### src/hdl/rrsp_pkg.sv
// Shared constants, request codes and the cell control bundle for the slot state pool.
// No dependencies; imported by rrsp_cell, round_robin_slot_state_pool_core and tb_top.
`default_nettype none

package rrsp_pkg;

    // Build defaults
    localparam int MAX_SLOTS_DEF  = 16;
    localparam int STATE_BITS_DEF = 4;

    // Fixed field widths
    localparam int REQ_W   = 3;
    localparam int ID_W    = 4;
    localparam int ST_IN_W = 4;
    localparam int SLOT_W  = 4;
    localparam int BUSY_W  = 5;
    localparam int CFG_W   = 5;

    localparam logic [CFG_W-1:0] CAP_RESET = 5'd16;

    // Request codes
    localparam logic [REQ_W-1:0] REQ_ACQUIRE    = 3'd0;
    localparam logic [REQ_W-1:0] REQ_TRANSITION = 3'd1;
    localparam logic [REQ_W-1:0] REQ_FORCE      = 3'd2;
    localparam logic [REQ_W-1:0] REQ_RELEASE    = 3'd3;
    localparam logic [REQ_W-1:0] REQ_POOL_RESET = 3'd4;

    // Control seen by every cell of the ring
    typedef struct packed {
        logic shift;   // rotate the ring by one cell
        logic wr_en;   // write the addressed cell
        logic clear;   // free every cell
    } t_cell_ctl;

endpackage

`default_nettype wire

### src/hdl/rrsp_cell.sv
// One slot cell of the pool ring: holds a state code, rotates to its neighbor, takes writes.
// Depends on rrsp_pkg.
`default_nettype none

module rrsp_cell #(
    parameter int STATE_BITS = rrsp_pkg::STATE_BITS_DEF,
    parameter int IDX_W      = 4,
    parameter int CELL_IDX   = 0
) (
    input  wire logic                  i_clk,
    input  wire logic                  i_rst_n,
    input  rrsp_pkg::t_cell_ctl        i_ctl,
    input  wire logic [IDX_W-1:0]      i_wr_idx,
    input  wire logic [STATE_BITS-1:0] i_wr_val,
    input  wire logic [STATE_BITS-1:0] i_nbr,
    output logic      [STATE_BITS-1:0] o_state
);
    import rrsp_pkg::*;

    localparam logic [IDX_W-1:0] MY_IDX = IDX_W'(CELL_IDX);

    logic [STATE_BITS-1:0] r_state;
    logic [STATE_BITS-1:0] n_state;

    always_comb begin
        priority if (i_ctl.clear) begin
            n_state = '0;
        end else if (i_ctl.wr_en && (i_wr_idx == MY_IDX)) begin
            n_state = i_wr_val;
        end else if (i_ctl.shift) begin
            n_state = i_nbr;
        end else begin
            n_state = r_state;
        end
    end

    always_ff @(posedge i_clk) begin
        if (!i_rst_n) begin
            r_state <= '0;
        end else begin
            r_state <= n_state;
        end
    end

    assign o_state = r_state;

endmodule

`default_nettype wire

### src/hdl/round_robin_slot_state_pool_core.sv
// Top level of the round-robin slot state pool: request sequencer around a ring of slot cells.
// Depends on rrsp_pkg and rrsp_cell.
//
// Usage:
//   Input channel (i_in_valid / o_in_stall) carries one request word: type, slot id,
//   expected state and new state. Output channel (o_out_valid / i_out_stall) returns one
//   result word per request: ok, slot and busy count over the slots in use.
//   Config channel (i_cfg_valid / o_cfg_ready) writes the capacity in use; ready is
//   always high and a write is meant to land only while no request is in flight.
//   After accept the sequencer reduces the search cursor below the capacity in use (it only
//   lies at or above it if the capacity shrank), then scans the ring and loads the result.
//   One request is in flight at a time, so a new word is taken only once the last one has
//   left the sequencer. The ring sets the pace: the slot cells rotate past the head
//   cell once per request, one cell per cycle, while the sequencer scans and counts.
//   The finished result sits in an output register, so the next request is accepted
//   while the receiver stalls; the sequencer then holds at its final step until the
//   output register frees up.
//   Synchronous reset frees every slot, clears the cursor and sets capacity to 16.
`default_nettype none

module round_robin_slot_state_pool_core #(
    parameter int MAX_SLOTS  = rrsp_pkg::MAX_SLOTS_DEF,
    parameter int STATE_BITS = rrsp_pkg::STATE_BITS_DEF
) (
    input  wire logic                         i_clk,
    input  wire logic                         i_rst_n,
    input  wire logic                         i_in_valid,
    output logic                              o_in_stall,
    input  wire logic [rrsp_pkg::REQ_W-1:0]   i_req_type,
    input  wire logic [rrsp_pkg::ID_W-1:0]    i_slot_id,
    input  wire logic [rrsp_pkg::ST_IN_W-1:0] i_expected_state,
    input  wire logic [rrsp_pkg::ST_IN_W-1:0] i_new_state,
    output logic                              o_out_valid,
    input  wire logic                         i_out_stall,
    output logic                              o_ok,
    output logic      [rrsp_pkg::SLOT_W-1:0]  o_slot_out,
    output logic      [rrsp_pkg::BUSY_W-1:0]  o_busy_total,
    input  wire logic                         i_cfg_valid,
    output logic                              o_cfg_ready,
    input  wire logic [rrsp_pkg::CFG_W-1:0]   i_cfg_data
);
    import rrsp_pkg::*;

    localparam int IW = (MAX_SLOTS > 1) ? $clog2(MAX_SLOTS) : 1;
    localparam int CW = $clog2(MAX_SLOTS + 1);
    localparam int XW = (CW > CFG_W) ? CW : CFG_W;

    localparam logic [IW-1:0] K_LAST  = IW'(MAX_SLOTS - 1);
    localparam logic [XW-1:0] CAP_MAX = XW'(MAX_SLOTS);

    localparam logic [1:0] ST_IDLE = 2'd0;
    localparam logic [1:0] ST_MOD  = 2'd1;
    localparam logic [1:0] ST_SCAN = 2'd2;
    localparam logic [1:0] ST_DONE = 2'd3;

    // Sequencer registers
    logic [1:0]            r_state,    n_state;
    logic [REQ_W-1:0]      r_req,      n_req;
    logic [ID_W-1:0]       r_id,       n_id;
    logic [STATE_BITS-1:0] r_expect,   n_expect;
    logic [STATE_BITS-1:0] r_next,     n_next;
    logic [XW-1:0]         r_cap,      n_cap;
    logic [IW-1:0]         r_cursor,   n_cursor;
    logic [IW-1:0]         r_rem,      n_rem;
    logic [IW-1:0]         r_k,        n_k;
    logic [CW-1:0]         r_cnt,      n_cnt;
    logic                  r_fh,       n_fh;
    logic [IW-1:0]         r_hi,       n_hi;
    logic                  r_fl,       n_fl;
    logic [IW-1:0]         r_lo,       n_lo;
    logic [STATE_BITS-1:0] r_old,      n_old;
    logic                  r_out_valid, n_out_valid;
    logic                  r_ok,       n_ok;
    logic [SLOT_W-1:0]     r_slot,     n_slot;
    logic [BUSY_W-1:0]     r_busy,     n_busy;
    logic [CFG_W-1:0]      r_cfg_cap,  n_cfg_cap;

    // Ring
    logic [STATE_BITS-1:0] w_cell_q [MAX_SLOTS];
    t_cell_ctl             w_ctl;
    logic [IW-1:0]         w_wr_idx;
    logic [STATE_BITS-1:0] w_wr_val;
    logic [STATE_BITS-1:0] w_head;

    // Decision signals
    logic                  w_in_acc;
    logic                  w_out_free;
    logic                  w_done_ld;
    logic [XW-1:0]         w_cfg_x;
    logic [XW-1:0]         w_cap_eff;
    logic [XW-1:0]         w_k_x;
    logic                  w_inrange;
    logic                  w_found;
    logic [IW-1:0]         w_acq_slot;
    logic [XW-1:0]         w_acq_s1;
    logic                  w_old_busy;
    logic                  w_new_busy;
    logic                  d_ok;
    logic [SLOT_W-1:0]     d_slot;
    logic [CW-1:0]         d_busy;
    logic                  d_wr_en;
    logic [IW-1:0]         d_wr_idx;
    logic [STATE_BITS-1:0] d_wr_val;
    logic                  d_clear;
    logic                  d_cur_ld;
    logic [IW-1:0]         d_cur_val;

    genvar gi;
    generate
        for (gi = 0; gi < MAX_SLOTS; gi++) begin : g_cell
            localparam int NBR = (gi + 1) % MAX_SLOTS;
            rrsp_cell #(
                .STATE_BITS (STATE_BITS),
                .IDX_W      (IW),
                .CELL_IDX   (gi)
            ) u_cell (
                .i_clk    (i_clk),
                .i_rst_n  (i_rst_n),
                .i_ctl    (w_ctl),
                .i_wr_idx (w_wr_idx),
                .i_wr_val (w_wr_val),
                .i_nbr    (w_cell_q[NBR]),
                .o_state  (w_cell_q[gi])
            );
        end
    endgenerate

    assign w_head     = w_cell_q[0];
    assign w_in_acc   = i_in_valid && (r_state == ST_IDLE);
    assign w_out_free = !r_out_valid || !i_out_stall;
    assign w_done_ld  = (r_state == ST_DONE) && w_out_free;

    // Clamp capacity into 1..MAX_SLOTS
    assign w_cfg_x   = XW'(r_cfg_cap);
    assign w_cap_eff = (w_cfg_x == '0) ? XW'(1) :
                       (w_cfg_x > CAP_MAX) ? CAP_MAX : w_cfg_x;

    assign w_k_x      = XW'(r_k);
    assign w_inrange  = XW'(r_id) < r_cap;
    assign w_found    = r_fh || r_fl;
    assign w_acq_slot = r_fh ? r_hi : r_lo;
    assign w_acq_s1   = XW'(w_acq_slot) + XW'(1);
    assign w_old_busy = (r_old != '0);
    assign w_new_busy = (r_next != '0);

    // Outcome of the request once the scan is complete
    always_comb begin
        d_ok      = 1'b0;
        d_slot    = '0;
        d_busy    = r_cnt;
        d_wr_en   = 1'b0;
        d_wr_idx  = IW'(r_id);
        d_wr_val  = r_next;
        d_clear   = 1'b0;
        d_cur_ld  = 1'b0;
        d_cur_val = '0;
        unique case (r_req)
            REQ_ACQUIRE: begin
                d_ok      = w_found;
                d_slot    = w_found ? SLOT_W'(w_acq_slot) : '0;
                d_wr_en   = w_found;
                d_wr_idx  = w_acq_slot;
                d_busy    = r_cnt + CW'(w_found && w_new_busy);
                d_cur_ld  = w_found;
                d_cur_val = (w_acq_s1 == r_cap) ? '0 : IW'(w_acq_s1);
            end
            REQ_TRANSITION: begin
                d_slot  = SLOT_W'(r_id);
                d_ok    = w_inrange && (r_old == r_expect);
                d_wr_en = d_ok;
                if (d_ok) begin
                    d_busy = r_cnt - CW'(w_old_busy) + CW'(w_new_busy);
                end
            end
            REQ_FORCE: begin
                d_slot  = SLOT_W'(r_id);
                d_ok    = w_inrange;
                d_wr_en = w_inrange;
                if (w_inrange) begin
                    d_busy = r_cnt - CW'(w_old_busy) + CW'(w_new_busy);
                end
            end
            REQ_RELEASE: begin
                d_slot   = SLOT_W'(r_id);
                d_ok     = w_inrange;
                d_wr_en  = w_inrange;
                d_wr_val = '0;
                if (w_inrange) begin
                    d_busy = r_cnt - CW'(w_old_busy);
                end
            end
            REQ_POOL_RESET: begin
                d_ok     = 1'b1;
                d_clear  = 1'b1;
                d_busy   = '0;
                d_cur_ld = 1'b1;
            end
            default: begin
                d_ok = 1'b0;
            end
        endcase
    end

    assign w_ctl.shift = (r_state == ST_SCAN);
    assign w_ctl.wr_en = w_done_ld && d_wr_en;
    assign w_ctl.clear = w_done_ld && d_clear;
    assign w_wr_idx    = d_wr_idx;
    assign w_wr_val    = d_wr_val;

    always_comb begin
        n_state     = r_state;
        n_req       = r_req;
        n_id        = r_id;
        n_expect    = r_expect;
        n_next      = r_next;
        n_cap       = r_cap;
        n_cursor    = r_cursor;
        n_rem       = r_rem;
        n_k         = r_k;
        n_cnt       = r_cnt;
        n_fh        = r_fh;
        n_hi        = r_hi;
        n_fl        = r_fl;
        n_lo        = r_lo;
        n_old       = r_old;
        n_out_valid = r_out_valid;
        n_ok        = r_ok;
        n_slot      = r_slot;
        n_busy      = r_busy;
        n_cfg_cap   = r_cfg_cap;

        if (i_cfg_valid) begin
            n_cfg_cap = i_cfg_data;
        end

        // drop the result once taken
        if (r_out_valid && !i_out_stall) begin
            n_out_valid = 1'b0;
        end

        unique case (r_state)
            ST_IDLE: begin
                if (w_in_acc) begin
                    n_req    = i_req_type;
                    n_id     = i_slot_id;
                    n_expect = STATE_BITS'(i_expected_state);
                    n_next   = STATE_BITS'(i_new_state);
                    n_cap    = w_cap_eff;
                    n_rem    = r_cursor;
                    n_state  = ST_MOD;
                end
            end
            ST_MOD: begin
                // reduce cursor below capacity, one subtract a cycle
                if (XW'(r_rem) >= r_cap) begin
                    n_rem = IW'(XW'(r_rem) - r_cap);
                end else begin
                    n_k     = '0;
                    n_cnt   = '0;
                    n_fh    = 1'b0;
                    n_fl    = 1'b0;
                    n_state = ST_SCAN;
                end
            end
            ST_SCAN: begin
                // head cell holds slot r_k this cycle
                if ((w_k_x < r_cap) && (w_head != '0)) begin
                    n_cnt = r_cnt + CW'(1);
                end
                if (!r_fh && (r_k >= r_rem) && (w_k_x < r_cap) && (w_head == '0)) begin
                    n_fh = 1'b1;
                    n_hi = r_k;
                end
                if (!r_fl && (r_k < r_rem) && (w_head == '0)) begin
                    n_fl = 1'b1;
                    n_lo = r_k;
                end
                if (XW'(r_id) == w_k_x) begin
                    n_old = w_head;
                end
                if (r_k == K_LAST) begin
                    n_state = ST_DONE;
                end else begin
                    n_k = r_k + IW'(1);
                end
            end
            ST_DONE: begin
                if (w_out_free) begin
                    n_out_valid = 1'b1;
                    n_ok        = d_ok;
                    n_slot      = d_slot;
                    n_busy      = BUSY_W'(d_busy);
                    if (d_cur_ld) begin
                        n_cursor = d_cur_val;
                    end
                    n_state = ST_IDLE;
                end
            end
            default: begin
                n_state = ST_IDLE;
            end
        endcase
    end

    always_ff @(posedge i_clk) begin
        if (!i_rst_n) begin
            r_state     <= ST_IDLE;
            r_cursor    <= '0;
            r_out_valid <= 1'b0;
            r_cfg_cap   <= CAP_RESET;
        end else begin
            r_state     <= n_state;
            r_cursor    <= n_cursor;
            r_out_valid <= n_out_valid;
            r_cfg_cap   <= n_cfg_cap;
        end
    end

    always_ff @(posedge i_clk) begin
        r_req    <= n_req;
        r_id     <= n_id;
        r_expect <= n_expect;
        r_next   <= n_next;
        r_cap    <= n_cap;
        r_rem    <= n_rem;
        r_k      <= n_k;
        r_cnt    <= n_cnt;
        r_fh     <= n_fh;
        r_hi     <= n_hi;
        r_fl     <= n_fl;
        r_lo     <= n_lo;
        r_old    <= n_old;
        r_ok     <= n_ok;
        r_slot   <= n_slot;
        r_busy   <= n_busy;
    end

    assign o_in_stall   = (r_state != ST_IDLE);
    assign o_out_valid  = r_out_valid;
    assign o_ok         = r_ok;
    assign o_slot_out   = r_slot;
    assign o_busy_total = r_busy;
    assign o_cfg_ready  = 1'b1;

    // Busy count never exceeds the capacity the request ran with
    a_busy_le_cap: assert property (@(posedge i_clk) disable iff (!i_rst_n)
        w_done_ld |=> (XW'(o_busy_total) <= r_cap))
        else $error("busy count above capacity");

    // Scan index walks the ring one cell per cycle
    a_scan_step: assert property (@(posedge i_clk) disable iff (!i_rst_n)
        (r_state == ST_SCAN && r_k != K_LAST) |=> (r_state == ST_SCAN && r_k == $past(r_k) + IW'(1)))
        else $error("scan index skipped");

    // A successful acquire leaves the cursor inside the slots in use
    a_cursor_in_cap: assert property (@(posedge i_clk) disable iff (!i_rst_n)
        (w_done_ld && r_req == REQ_ACQUIRE && w_found) |=> (XW'(r_cursor) < r_cap))
        else $error("cursor outside capacity");

endmodule

`default_nettype wire

### config.mk
export PLATFORM = sky130hd
export DESIGN_NAME = round_robin_slot_state_pool_core
export DESIGN_NICKNAME = d
export VERILOG_FILES = /design/src/hdl/rrsp_pkg.sv /design/src/hdl/rrsp_cell.sv /design/src/hdl/round_robin_slot_state_pool_core.sv
export SDC_FILE = /design/constraint.sdc
export NUM_CORES = 1
export LEC_CHECK = 0
export BUFFER_PORTS_ARGS = -buffer_cell sky130_fd_sc_hd__buf_2
export CORE_MARGIN = 2
export CORE_UTILIZATION = 55
export DETAILED_ROUTE_END_ITERATION = 7
export GPL_TIMING_DRIVEN = 0
export PLACE_DENSITY = 0.73
export SETUP_SLACK_MARGIN = 0.3
export SKIP_LAST_GASP = 1
export SYNTH_ARGS = -nofsm -noshare
export SYNTH_HDL_FRONTEND = slang
export SYNTH_SLANG_ARGS = --single-unit
### constraint.sdc
create_clock -name i_clk -period 4.13 [get_ports i_clk]
set_input_delay 0.2065 -clock i_clk [delete_from_list [all_inputs] [get_ports i_clk]]
set_output_delay 0.2065 -clock i_clk [all_outputs]
set_load 0.005 [all_outputs]
==> results by group, run 1 <==
STA
  • Max Fclk: 0.330 GHz
  • Slew Limit Headroom: 32.7%
  • Final period util: 73.4%
  • Layout Skew: 0.0150 ns
  • Tmin final: 3.03 ns
  • Pins over their slew limit: 0
  • Worst Setup Slack, final: 1.10 ns
  • RSZ-0062 raised after global routing: false
  • Worst-margin pin slew: 1.01 ns
  • Setup total negative slack: 0 ns
  • Final setup violation count: 0
  • Endpoints failing hold: 0

Detailed routing
  • DR iter-0 viols: 430
  • Count of antenna-violating nets left after detailed routing: 0
  • Number of vias per cell: 5.75
  • Overall routed net length: 16900 um
  • DRC viols: 0
  • DRT Pass-1 Iters: 6
  • Wire length per cell: 18.3 um
  • Via Count: 5320

Placed design
  • Dpl hpwl: 12000 um
  • Post-placement worst setup slack: 1.15 ns
  • Number of input and output port buffers inserted: 34
  • Final weighted congestion in routability-driven placement: 0.872
  • Cell area reported after detailed placement: 0.00765 mm^2

Clock network
  • Total clock buffers created by CTS: 17
  • Buffer depth of the longest clock path: 2
  • Clock tree from TritonCTS: built
  • CTS clock-pin slew for the worst setup and hold paths: 0.06 ns
  • Clock latency on the worst-skew pair: 0.43 ns
  • Clock Root Buffer: sky130_fd_sc_hd__clkbuf_16
  • Number of sinks handled by clock tree synthesis: 133
  • Max H-tree Level: 4

Floorplan
  • Vertical extent of the die: 119 um
  • Core ar.: 0.0127 mm^2
  • Die width: 119 um
  • Number of core rows: 41
  • Die Area: 0.0141 mm^2
  • Initial core utilization: 57.0%
  • Ports: 38

Global routing
  • Gr ovfl total: 0
  • Initial antenna violation count: 0
  • Total global routing track utilization: 24.8%
  • Vias in the first global route: 5383
  • Maximum number of pins on one net before global-route repair: 17
  • Wire length of the first global-routing pass: 27200 um

Power
  • Maximum vdd drop: 0.000374 V
  • Static Leakage: 3.33 nW
  • Pwr per Cell Area: 571 mW/mm^2

Yosys
  • Count of synthesis-stage warnings from yosys: 0
  • FF+latch count, synth: 133
  • Mapped Area: 0.00725 mm^2
  • Post-synthesis average cell area: 10.8 um^2
  • Async set or reset register ratio after synthesis: 0%
  • Primary FF master, synth: sky130_fd_sc_hd__dfxtp_1
  • Part of the Yosys area used for sequential elements: 44.6%
  • Post-Syn Instances: 671
  • Number of distinct library cells after synthesis: 58
  • Number of enable-type register cells in the synthesized netlist: 57
  • Synth Net Count: 727

Worst setup path
  • Maximum fanout encountered on the critical timing path: 10
  • Worst Setup Path Type: reg -> reg
  • Crit-path leading delay family: buffers and inverters
  • Count of buffering cells on the critical path with inverters included: 4
  • Most frequent CP cell: sky130_fd_sc_hd__clkbuf_1
  • Arrival time of data at the critical path endpoint: 3.08 ns
  • R2R setup slack: 1.10 ns
  • Worst Setup End Kind: flop
  • Type of origin of the critical path: flop
  • Max incr delay on CP: 0.71 ns
  • Endpoint required time on the critical path: 4.18 ns
  • Slowest stage cell, crit path: sky130_fd_sc_hd__nor4_1
  • List of cells traversed by the critical path: inv_1 > ha_1 > clkbuf_1 > clkbuf_1 > clkbuf_1 > nand2_1 > nor4_1

Job
  • MaxCap Viol Count: 0

Finish
  • Fraction of layout cells with a size suffix above 1: 20.7%
  • Final antenna diode count: 0
  • Layout Nets: 796
  • Layout overhead on the synthesized area: 15.5%
  • Finished Cell Area: 0.00837 mm^2

Min path
  • Class of the worst hold path: in -> reg

Run status
  • Outcome: complete, no violations
[power breakdown]
group | switching (mW) | total (mW) | leakage (nW) | internal (mW)
clock | 0.545 | 1.45 | 0.286 | 0.910
sequential | 0.162 | 1.77 | 1.16 | 1.61
combinational | 0.939 | 1.56 | 1.89 | 0.618
total | 1.65 | 4.78 | 3.33 | 3.14
[synth_stat cells (all sizes together) (8+ instances only)]
cell    instances  area [um^2]
buf            10         55.1
nor2           22         87.6
dfxtp          76         1520
o21ai          10         50.1
mux2           68          766
nor2b          13         81.3
mux2i          74          741
edfxtp         57         1710
nand2b          8         57.6
xnor2          13          114
clkbuf         27          101
nand3          13         65.1
ha             30          375
a21oi          13         65.1
and2           11         68.8
a31oi           8         50.1
xor2           13          114
inv            29          109
nand2          83          312
nor3           30          283
[cells in the final DEF, fill, tap and decap left out, types with 3 or more instances in the layout]
cell	n
sky130_fd_sc_hd__nand3_1	13
sky130_fd_sc_hd__xor2_1	13
sky130_fd_sc_hd__mux2i_1	74
sky130_fd_sc_hd__and2_1	11
sky130_fd_sc_hd__a21oi_1	13
sky130_fd_sc_hd__dlygate4sd3_1	15
sky130_fd_sc_hd__o21ai_0	8
sky130_fd_sc_hd__nand2_1	83
sky130_fd_sc_hd__buf_1	3
sky130_fd_sc_hd__a21o_1	7
sky130_fd_sc_hd__nor2_1	19
sky130_fd_sc_hd__clkinv_2	4
sky130_fd_sc_hd__a22oi_1	3
sky130_fd_sc_hd__dfxtp_1	76
sky130_fd_sc_hd__nand2b_1	7
sky130_fd_sc_hd__ha_1	30
sky130_fd_sc_hd__or3_1	6
sky130_fd_sc_hd__clkbuf_1	31
sky130_fd_sc_hd__nor2b_1	13
sky130_fd_sc_hd__a211o_1	3
sky130_fd_sc_hd__o21a_1	4
sky130_fd_sc_hd__mux2_2	68
sky130_fd_sc_hd__o31ai_1	3
sky130_fd_sc_hd__nor3_2	4
sky130_fd_sc_hd__nor3_4	10
sky130_fd_sc_hd__o22ai_1	3
sky130_fd_sc_hd__nor2_2	3
sky130_fd_sc_hd__a31oi_1	8
sky130_fd_sc_hd__edfxtp_1	57
sky130_fd_sc_hd__nor4_1	4
sky130_fd_sc_hd__nor3_1	16
sky130_fd_sc_hd__xnor2_1	13
sky130_fd_sc_hd__buf_2	39
sky130_fd_sc_hd__or4_1	4
sky130_fd_sc_hd__inv_1	29
sky130_fd_sc_hd__clkbuf_16	19
[timing repair]
action | 4_1_cts | 5_1_grt
hold endpoints to repair | 15 | 0
hold buffers | 15 | 0
setup buffers | 0 | 0
resized for setup | 0 | 0
[flip-flops by register name (all words and copies together) (netlist names), 2 cells and up]
register               flops
r_cursor                   4
r_cfg_cap                  5
r_hi                       4
r_req                      3
g_cell.u_cell.o_state     64
r_old                      4
r_expect                   4
r_lo                       4
o_busy_total               5
o_slot_out                 4
r_state                    2
r_rem                      4
r_id                       4
r_cap                      5
r_cnt                      5
r_k                        4
r_next                     4
[per-stage QoR]
step | cells | hold slack, ns | utilization [%] | total power, mW
2_1_floorplan | 671 | 0.305 | - | 2.88
3_3_place_gp | 877 | 0.384 | 60.0 | 3.22
3_5_place_dp | 878 | 0.385 | 60.1 | 3.31
4_1_cts | 925 | 0.00138 | 65.8 | 4.78
5_1_grt | 925 | 0.00647 | 65.8 | 5.03
6_report | 925 | 0.0105 | 65.8 | 4.78
[per-layer routing]
layer	vias to the layer above	GRT usage, %	wire length [um]
li1	2540	-	-
met1	2542	31.8	7490
met2	211	41.6	8130
met3	27	5.41	1050
met4	0	7.89	282
met5	-	0	0
[kinds of logic (layout without fill, tap and decap cells)]
group | after synthesis | in the layout | synth area share [%]
adders and majority gates | 31 | 31 | 5.45
muxes | 142 | 142 | 20.8
AOI/OAI and AO/OA | 74 | 74 | 7.42
other | 1 | 1 | 0.0517
xor gates and xnor gates | 26 | 26 | 3.14
DFF | 133 | 133 | 44.6
and+or+nand+nor | 198 | 198 | 14.9
buffers and inverters | 66 | 148 | 3.66
[worst register-to-register path, delay by kind of cell (launching register included)]
kind | cells | cell delay [ns]
DFF | 1 | 0.35
and+or+nand+nor | 2 | 0.79
buffers and inverters | 4 | 1.28
adders and majority gates | 1 | 0.24
[path summary, 6_finish.rpt]
path,start,to,cells past startpoint
worst max-delay path,r_state[0],r_old[1],7
worst min-delay path,i_cfg_data[4],r_cfg_cap[4],3
worst max register to register,r_state[0],r_old[1],7
worst min register to register,r_state[1],r_state[1],2
[layout make-up]
cell class,count,area [um^2]
Buffer,37,156
Multi-Input combinational cell,472,3750
Clock buffer,24,504
Tap cell,172,215
Sequential cell,133,3230
Clock inverter,8,68.8
Inverter,29,109
Timing Repair Buffer,50,335
Fill cell,995,4350
No activity file was read; power rests on OpenSTA's default activity.
==> run 2: changes to the inputs <==
Clock period 4.13 ns to 3 ns, I/O delays scaled along.
==> run 2 against run 1 <==
Against the previous run: core utilization rose by 5.1 points; register-to-register slack got worse by 0.87 ns; final cell count rose by 4.4%; clock power rose by 38%; routed wire length rose by 10%; non-clock buffer count rose by 41; total power rose by 46%; sequential share of layout area fell by 2.8 points; global-route usage rose by 1.3 points; fmax rose by 9.5%; via count rose by 6.1%.
==> results by group, run 2 (same netlist as run 1, synthesis figures left out) <==
Global routing
  • Initial antenna violation count: 0
  • Maximum number of pins on one net before global-route repair: 17
  • Wire length of the first global-routing pass: 28500 um
  • Gr ovfl total: 0
  • Vias in the first global route: 5649
  • Total global routing track utilization: 26.1%

Min path
  • Class of the worst hold path: in -> reg

Worst setup path
  • Endpoint required time on the critical path: 3.28 ns
  • Worst Setup End Kind: flop
  • Worst Setup Path Type: reg -> reg
  • Maximum fanout encountered on the critical timing path: 5
  • Arrival time of data at the critical path endpoint: 3.05 ns
  • Type of origin of the critical path: flop

Placed design
  • Final weighted congestion in routability-driven placement: 0.872
  • Number of input and output port buffers inserted: 34
  • Total placed cells including tap cells: 878
  • Dpl hpwl: 12000 um
  • Cell area reported after detailed placement: 0.00765 mm^2

Run status
  • Outcome: complete, no violations

Power
  • Static Leakage: 3.63 nW
  • Maximum vdd drop: 0.000522 V
  • Relative contribution of sequential cells to total power: 34.9%
  • Internal cell power: 4.51 mW
  • Total net switching power: 2.45 mW
  • Total power consumption of the routed design: 6.97 mW
  • Clock network fraction of total power: 28.7%
  • Pwr per Cell Area: 772 mW/mm^2
  • Comb power frac: 36.3%
  • Net Sw Frac: 35.2%

Floorplan
  • Core ar.: 0.0127 mm^2
  • Die width: 119 um
  • Number of core rows: 41
  • Vertical extent of the die: 119 um
  • Initial core utilization: 57.0%
  • Die Area: 0.0141 mm^2
  • Ports: 38

STA
  • Setup total negative slack: 0 ns
  • Final period util: 92.2%
  • Pins over their slew limit: 0
  • RSZ-0062 raised after global routing: true
  • Final setup violation count: 0
  • Endpoints failing hold: 0
  • Tmin final: 2.77 ns
  • Slew Limit Headroom: 30.1%
  • Max Fclk: 0.361 GHz
  • Worst-margin pin slew: 1.04 ns
  • Layout Skew: 0.00788 ns

Clock network
  • Clock latency on the worst-skew pair: 0.42 ns
  • Buffer depth of the longest clock path: 2
  • Max H-tree Level: 4
  • Number of sinks handled by clock tree synthesis: 133
  • CTS clock-pin slew for the worst setup and hold paths: 0.06 ns
  • Clock tree from TritonCTS: built
  • Total clock buffers created by CTS: 17
  • Clock Root Buffer: sky130_fd_sc_hd__clkbuf_16

Detailed routing
  • DRC viols: 0
  • Wire length per cell: 19.3 um
  • Number of vias per cell: 5.84
  • Via Count: 5643
  • DR iter-0 viols: 588
  • Count of antenna-violating nets left after detailed routing: 0
  • DRT Pass-1 Iters: 6
  • Overall routed net length: 18700 um

Finish
  • Most common cell after layout, fill and taps aside: sky130_fd_sc_hd__nand2_1
  • Layout overhead on the synthesized area: 24.5%
  • Post-route insts no fill: 966
  • Commonest non-fill, non-tap cells in the layout: sky130_fd_sc_hd__nand2_1 (83), sky130_fd_sc_hd__dfxtp_1 (76), sky130_fd_sc_hd__mux2i_1 (71)
  • Max FFs per register: 64
  • Finished Cell Area: 0.00903 mm^2
  • Layout Nets: 837
  • # fillers: 901
  • Final antenna diode count: 0
  • Fraction of layout cells with a size suffix above 1: 28.1%

Job
  • MaxCap Viol Count: 0
## run 2: layout make-up
type / count / area (um^2) / share of cell area (%)
timing repair buffer: 91 / 712 / 7.89
clock inverter: 8 / 68.8 / 0.762
multi-input combinational: 472 / 4000 / 44.3
inverter: 29 / 109 / 1.21
clock buffer: 24 / 504 / 5.59
buffer: 37 / 184 / 2.04
tap: 172 / 215 / 2.38
sequential: 133 / 3230 / 35.8
## run 2: through the flow
stage | worst slack (ns) | hold WS [ns] | util (%)
after floorplan | 0.382 | 0.249 | -
after global placement | 0.112 | 0.328 | 60.0
after detailed placement | 0.0173 | 0.328 | 60.1
after CTS | 0.287 | 0.0367 | 69.0
after global routing | 0.176 | 0.0691 | 70.9
final | 0.234 | 0.0483 | 70.9
## run 2: critical path, stage by stage, from the launching register on
cell                        delay, ns
sky130_fd_sc_hd__edfxtp_1        0.47
sky130_fd_sc_hd__ha_1            0.31
sky130_fd_sc_hd__a2111oi_4       0.28
sky130_fd_sc_hd__buf_4           0.19
sky130_fd_sc_hd__nor2_4          0.04
sky130_fd_sc_hd__a2111o_1        0.54
sky130_fd_sc_hd__buf_6           0.18
sky130_fd_sc_hd__or3_4           0.36
sky130_fd_sc_hd__buf_6           0.15
sky130_fd_sc_hd__mux2i_1         0.11
## run 2: power groups by stage
stage	clock [mW]	combinational (mW)	sequential [mW]
after global placement	0	1.97	2.46
after floorplan	0	1.57	2.39
after detailed placement	0	2.09	2.46
after CTS	2.03	2.29	2.42
final	2.00	2.53	2.43
after global routing	2.11	2.73	2.46
## run 2: metal layers
metal / vias up / GRT usage [%] / routed length, um
met5: - / 0 / 0
met4: 0 / 9.60 / 513
met3: 56 / 5.41 / 1350
met2: 280 / 44.1 / 9180
met1: 2680 / 32.9 / 7630
li1: 2627 / - / -
## run 2: path summary, 6_finish.rpt
kind	from	end	slack (ns)	cells past startpoint
min reg2reg	r_state[1]	r_state[1]	0.51	2
max	r_id[3]	g_cell[9].u_cell.o_state[2]	0.23	9
max reg2reg	r_id[3]	g_cell[9].u_cell.o_state[2]	0.23	9
min	i_out_stall	o_out_valid	0.05	3
## run 2: what timing repair did
action / CTS / global route
cloned: 1 / 0
setup endpoints to repair: 74 / 78
hold buffers: 20 / 0
endpoints found under the hold margin: 20 / 0
resized for setup: 32 / 30
setup buffers: 20 / 15
pin swaps: 20 / 10
==> run 3: changes to the inputs <==
Settings changed: SETUP_SLACK_MARGIN 0.3 to 0.5, SYNTH_HIERARCHICAL set to 1.
==> run 3 against run 2 <==
Against the previous run: hold slack worse by 0.026 ns; core utilization up 3.1 points; clock skew up 0.00092 ns; critical path depth up 2; fmax up 3.0%; total power up 6.2%; die area up 3.7%; routed wire length up 12%; non-clock buffer count up 28; area after synthesis up 3.8%.
==> results by group, run 3 <==
Run status
  • Outcome: complete, no violations

STA
  • Post-Route Hold Slack: 0.0224 ns
  • Worst-margin pin slew: 1.14 ns
  • Worst Setup Slack, final: 0.315 ns
  • RSZ-0062 raised after global routing: true
  • Final setup violation count: 0
  • Endpoints failing hold: 0
  • Layout Skew: 0.00880 ns
  • Pins over their slew limit: 0
  • Tmin final: 2.69 ns
  • Max Fclk: 0.372 GHz
  • Final period util: 89.5%
  • Slew Limit Headroom: 23.7%

Global routing
  • Gr ovfl total: 0
  • Initial antenna violation count: 0
  • Maximum number of pins on one net before global-route repair: 38
  • Vias in the first global route: 6321
  • Total global routing track utilization: 27.9%
  • Wire length of the first global-routing pass: 31500 um

Worst setup path
  • Slowest stage cell, crit path: sky130_fd_sc_hd__or4b_4
  • List of cells traversed by the critical path: buf_4 > buf_4 > xor2_2 > nor4_4 > a21oi_2 > nor2_1 > o21a_4 > or4b_4 > buf_4 > o21ai_0 > o211a_1
  • Type of origin of the critical path: flop
  • Max incr delay on CP: 0.48 ns
  • Maximum fanout encountered on the critical timing path: 4
  • Arrival time of data at the critical path endpoint: 3.06 ns
  • Most frequent CP cell: sky130_fd_sc_hd__buf_4
  • Worst Setup End Kind: flop
  • Worst Setup Path Type: reg -> reg
  • Endpoint required time on the critical path: 3.37 ns

Detailed routing
  • Wire length per cell: 20.1 um
  • Number of vias per cell: 6.11
  • Count of antenna-violating nets left after detailed routing: 0
  • Via Count: 6374
  • DR iter-0 viols: 607
  • DRC viols: 0
  • Overall routed net length: 20900 um
  • DRT Pass-1 Iters: 5

Yosys
  • Dominant combinational cell family by area after synthesis: compound AO/OA/AOI/OAI gates
  • Post-synthesis compound-gate area fraction: 17.8%
  • Number of enable-type register cells in the synthesized netlist: 57
  • Post-Syn Instances: 704
  • Primary FF master, synth: sky130_fd_sc_hd__dfxtp_1
  • Post-Synth Adder-Cell Area: 5.26%
  • Part of the Yosys area used for sequential elements: 43.0%
  • Synth Net Count: 760
  • Number of distinct library cells after synthesis: 76
  • Fraction of the mapped netlist area in simple logic gates: 17.1%
  • Cell taking the most area after synthesis: sky130_fd_sc_hd__edfxtp_1
  • Mapped Area: 0.00752 mm^2
  • Count of synthesis-stage warnings from yosys: 6
  • Post-synthesis average cell area: 10.7 um^2
  • Leading cell type by number of instances after synthesis: sky130_fd_sc_hd__dfxtp_1
  • Xor/xnor cell area share of the yosys netlist: 3.09%
  • Top cells by count, synth: sky130_fd_sc_hd__dfxtp_1 (76), sky130_fd_sc_hd__mux2i_1 (62), sky130_fd_sc_hd__edfxtp_1 (57)
  • Async set or reset register ratio after synthesis: 0%
  • Top post-synthesis cells by area: sky130_fd_sc_hd__edfxtp_1 (23%), sky130_fd_sc_hd__dfxtp_1 (20%), sky130_fd_sc_hd__mux2i_1 (8.3%)
  • FF+latch count, synth: 133
  • Share of Yosys cell area claimed by the top area cell type: 22.8%
  • Portion of netlist area occupied by mux cells: 10.7%

Clock network
  • Number of sinks handled by clock tree synthesis: 133
  • Clock tree from TritonCTS: built
  • Clock latency on the worst-skew pair: 0.43 ns
  • Total clock buffers created by CTS: 17
  • Buffer depth of the longest clock path: 2
  • Max H-tree Level: 4
  • Clock Root Buffer: sky130_fd_sc_hd__clkbuf_16
  • CTS clock-pin slew for the worst setup and hold paths: 0.06 ns

Floorplan
  • Die Area: 0.0146 mm^2
  • Number of core rows: 42
  • Initial core utilization: 56.6%
  • Die width: 121 um
  • Ports: 38
  • Vertical extent of the die: 121 um
  • Core ar.: 0.0133 mm^2

Placed design
  • Final weighted congestion in routability-driven placement: 0.893
  • Post-placement worst setup slack: -0.220 ns
  • Number of input and output port buffers inserted: 35
  • Dpl hpwl: 11900 um

Power
  • Pwr per Cell Area: 752 mW/mm^2
  • Maximum vdd drop: 0.000437 V
  • Static Leakage: 4.06 nW

Job
  • MaxCap Viol Count: 0

Finish
  • Fraction of layout cells with a size suffix above 1: 28.8%
  • Layout overhead on the synthesized area: 30.9%
  • Final antenna diode count: 0
  • Max FFs per register: 64
  • Most common cell after layout, fill and taps aside: sky130_fd_sc_hd__dfxtp_1
  • Commonest non-fill, non-tap cells in the layout: sky130_fd_sc_hd__dfxtp_1 (76), sky130_fd_sc_hd__mux2i_1 (62), sky130_fd_sc_hd__buf_4 (59)
  • Layout Nets: 911

Min path
  • Class of the worst hold path: in -> reg
## run 3: cell families after synthesis
kind of cell / Yosys count
AND/OR/NAND/NOR: 197
AO/OA/AOI/OAI: 185
flip-flops: 133
multiplexers: 76
buffers and inverters: 56
adder cells (fa/ha/maj): 31
XOR/XNOR: 25
other: 1
## run 3: worst max-delay path, delay by kind of cell (launching register included)
family	cells	cell delay, ns
AOI/OAI and AO/OA	4	0.77
buffers and inverters	3	0.44
and+or+nand+nor	3	0.85
DFF	1	0.40
xor gates and xnor gates	1	0.18
## run 3: metal layers
metal	wire length, um	vias up	GRT usage (%)
met2	10300	261	46.3
met4	709	0	13.9
li1	-	2959	-
met3	1190	65	6.72
met1	8740	3089	33.7
met5	0	-	0
## run 3: path summary, 6_finish.rpt
| path | end | cells after the start | slack (ns) | startpoint |
|---|---|---|---|---|
| setup / recovery | g_cell[0].u_cell/o_state[3] | 11 | 0.31 | r_old[1] |
| hold / removal | o_out_valid | 3 | 0.02 | i_out_stall |
| setup reg to reg | g_cell[0].u_cell/o_state[3] | 11 | 0.31 | r_old[1] |
| hold reg to reg | r_cursor[0] | 1 | 0.51 | r_cursor[0] |
## run 3: what timing repair did
| item | 4_1_cts | 5_1_grt |
|---|---|---|
| setup buffers | 46 | 27 |
| setup endpoints to repair | 83 | 58 |
| hold endpoints to repair | 20 | 0 |
| resized for setup | 29 | 32 |
| hold buffers | 20 | 0 |
| cloned | 3 | 1 |
| pin swaps | 12 | 11 |
## run 3: final cells by class
type | count | area (um^2)
plain buffers | 27 | 134
clock buffers | 23 | 490
clock inverters | 9 | 98.8
fillers | 886 | 3450
inverters | 29 | 111
multi-input cells | 518 | 4490
flip-flops and latches | 133 | 3230
well taps | 176 | 220
repair buffers | 129 | 1060
## run 3: where the power goes
part / total (mW) / internal [mW] / switching (mW)
clock network: 2.08 / 1.31 / 0.769
logic: 2.92 / 1.29 / 1.63
registers: 2.40 / 2.20 / 0.203
## run 3: stage by stage
step	total power, mW	std cells	TNS, ns	util (%)	area (um^2)
final	7.40	1044	0	74.1	9850
after floorplan	4.11	704	0	-	7670
after global placement	4.57	915	-2.63	60.7	8070
after detailed placement	4.66	915	-4.63	60.7	8080
after global routing	7.75	1044	0	74.1	9850
after CTS	7.12	1016	0	70.8	9420
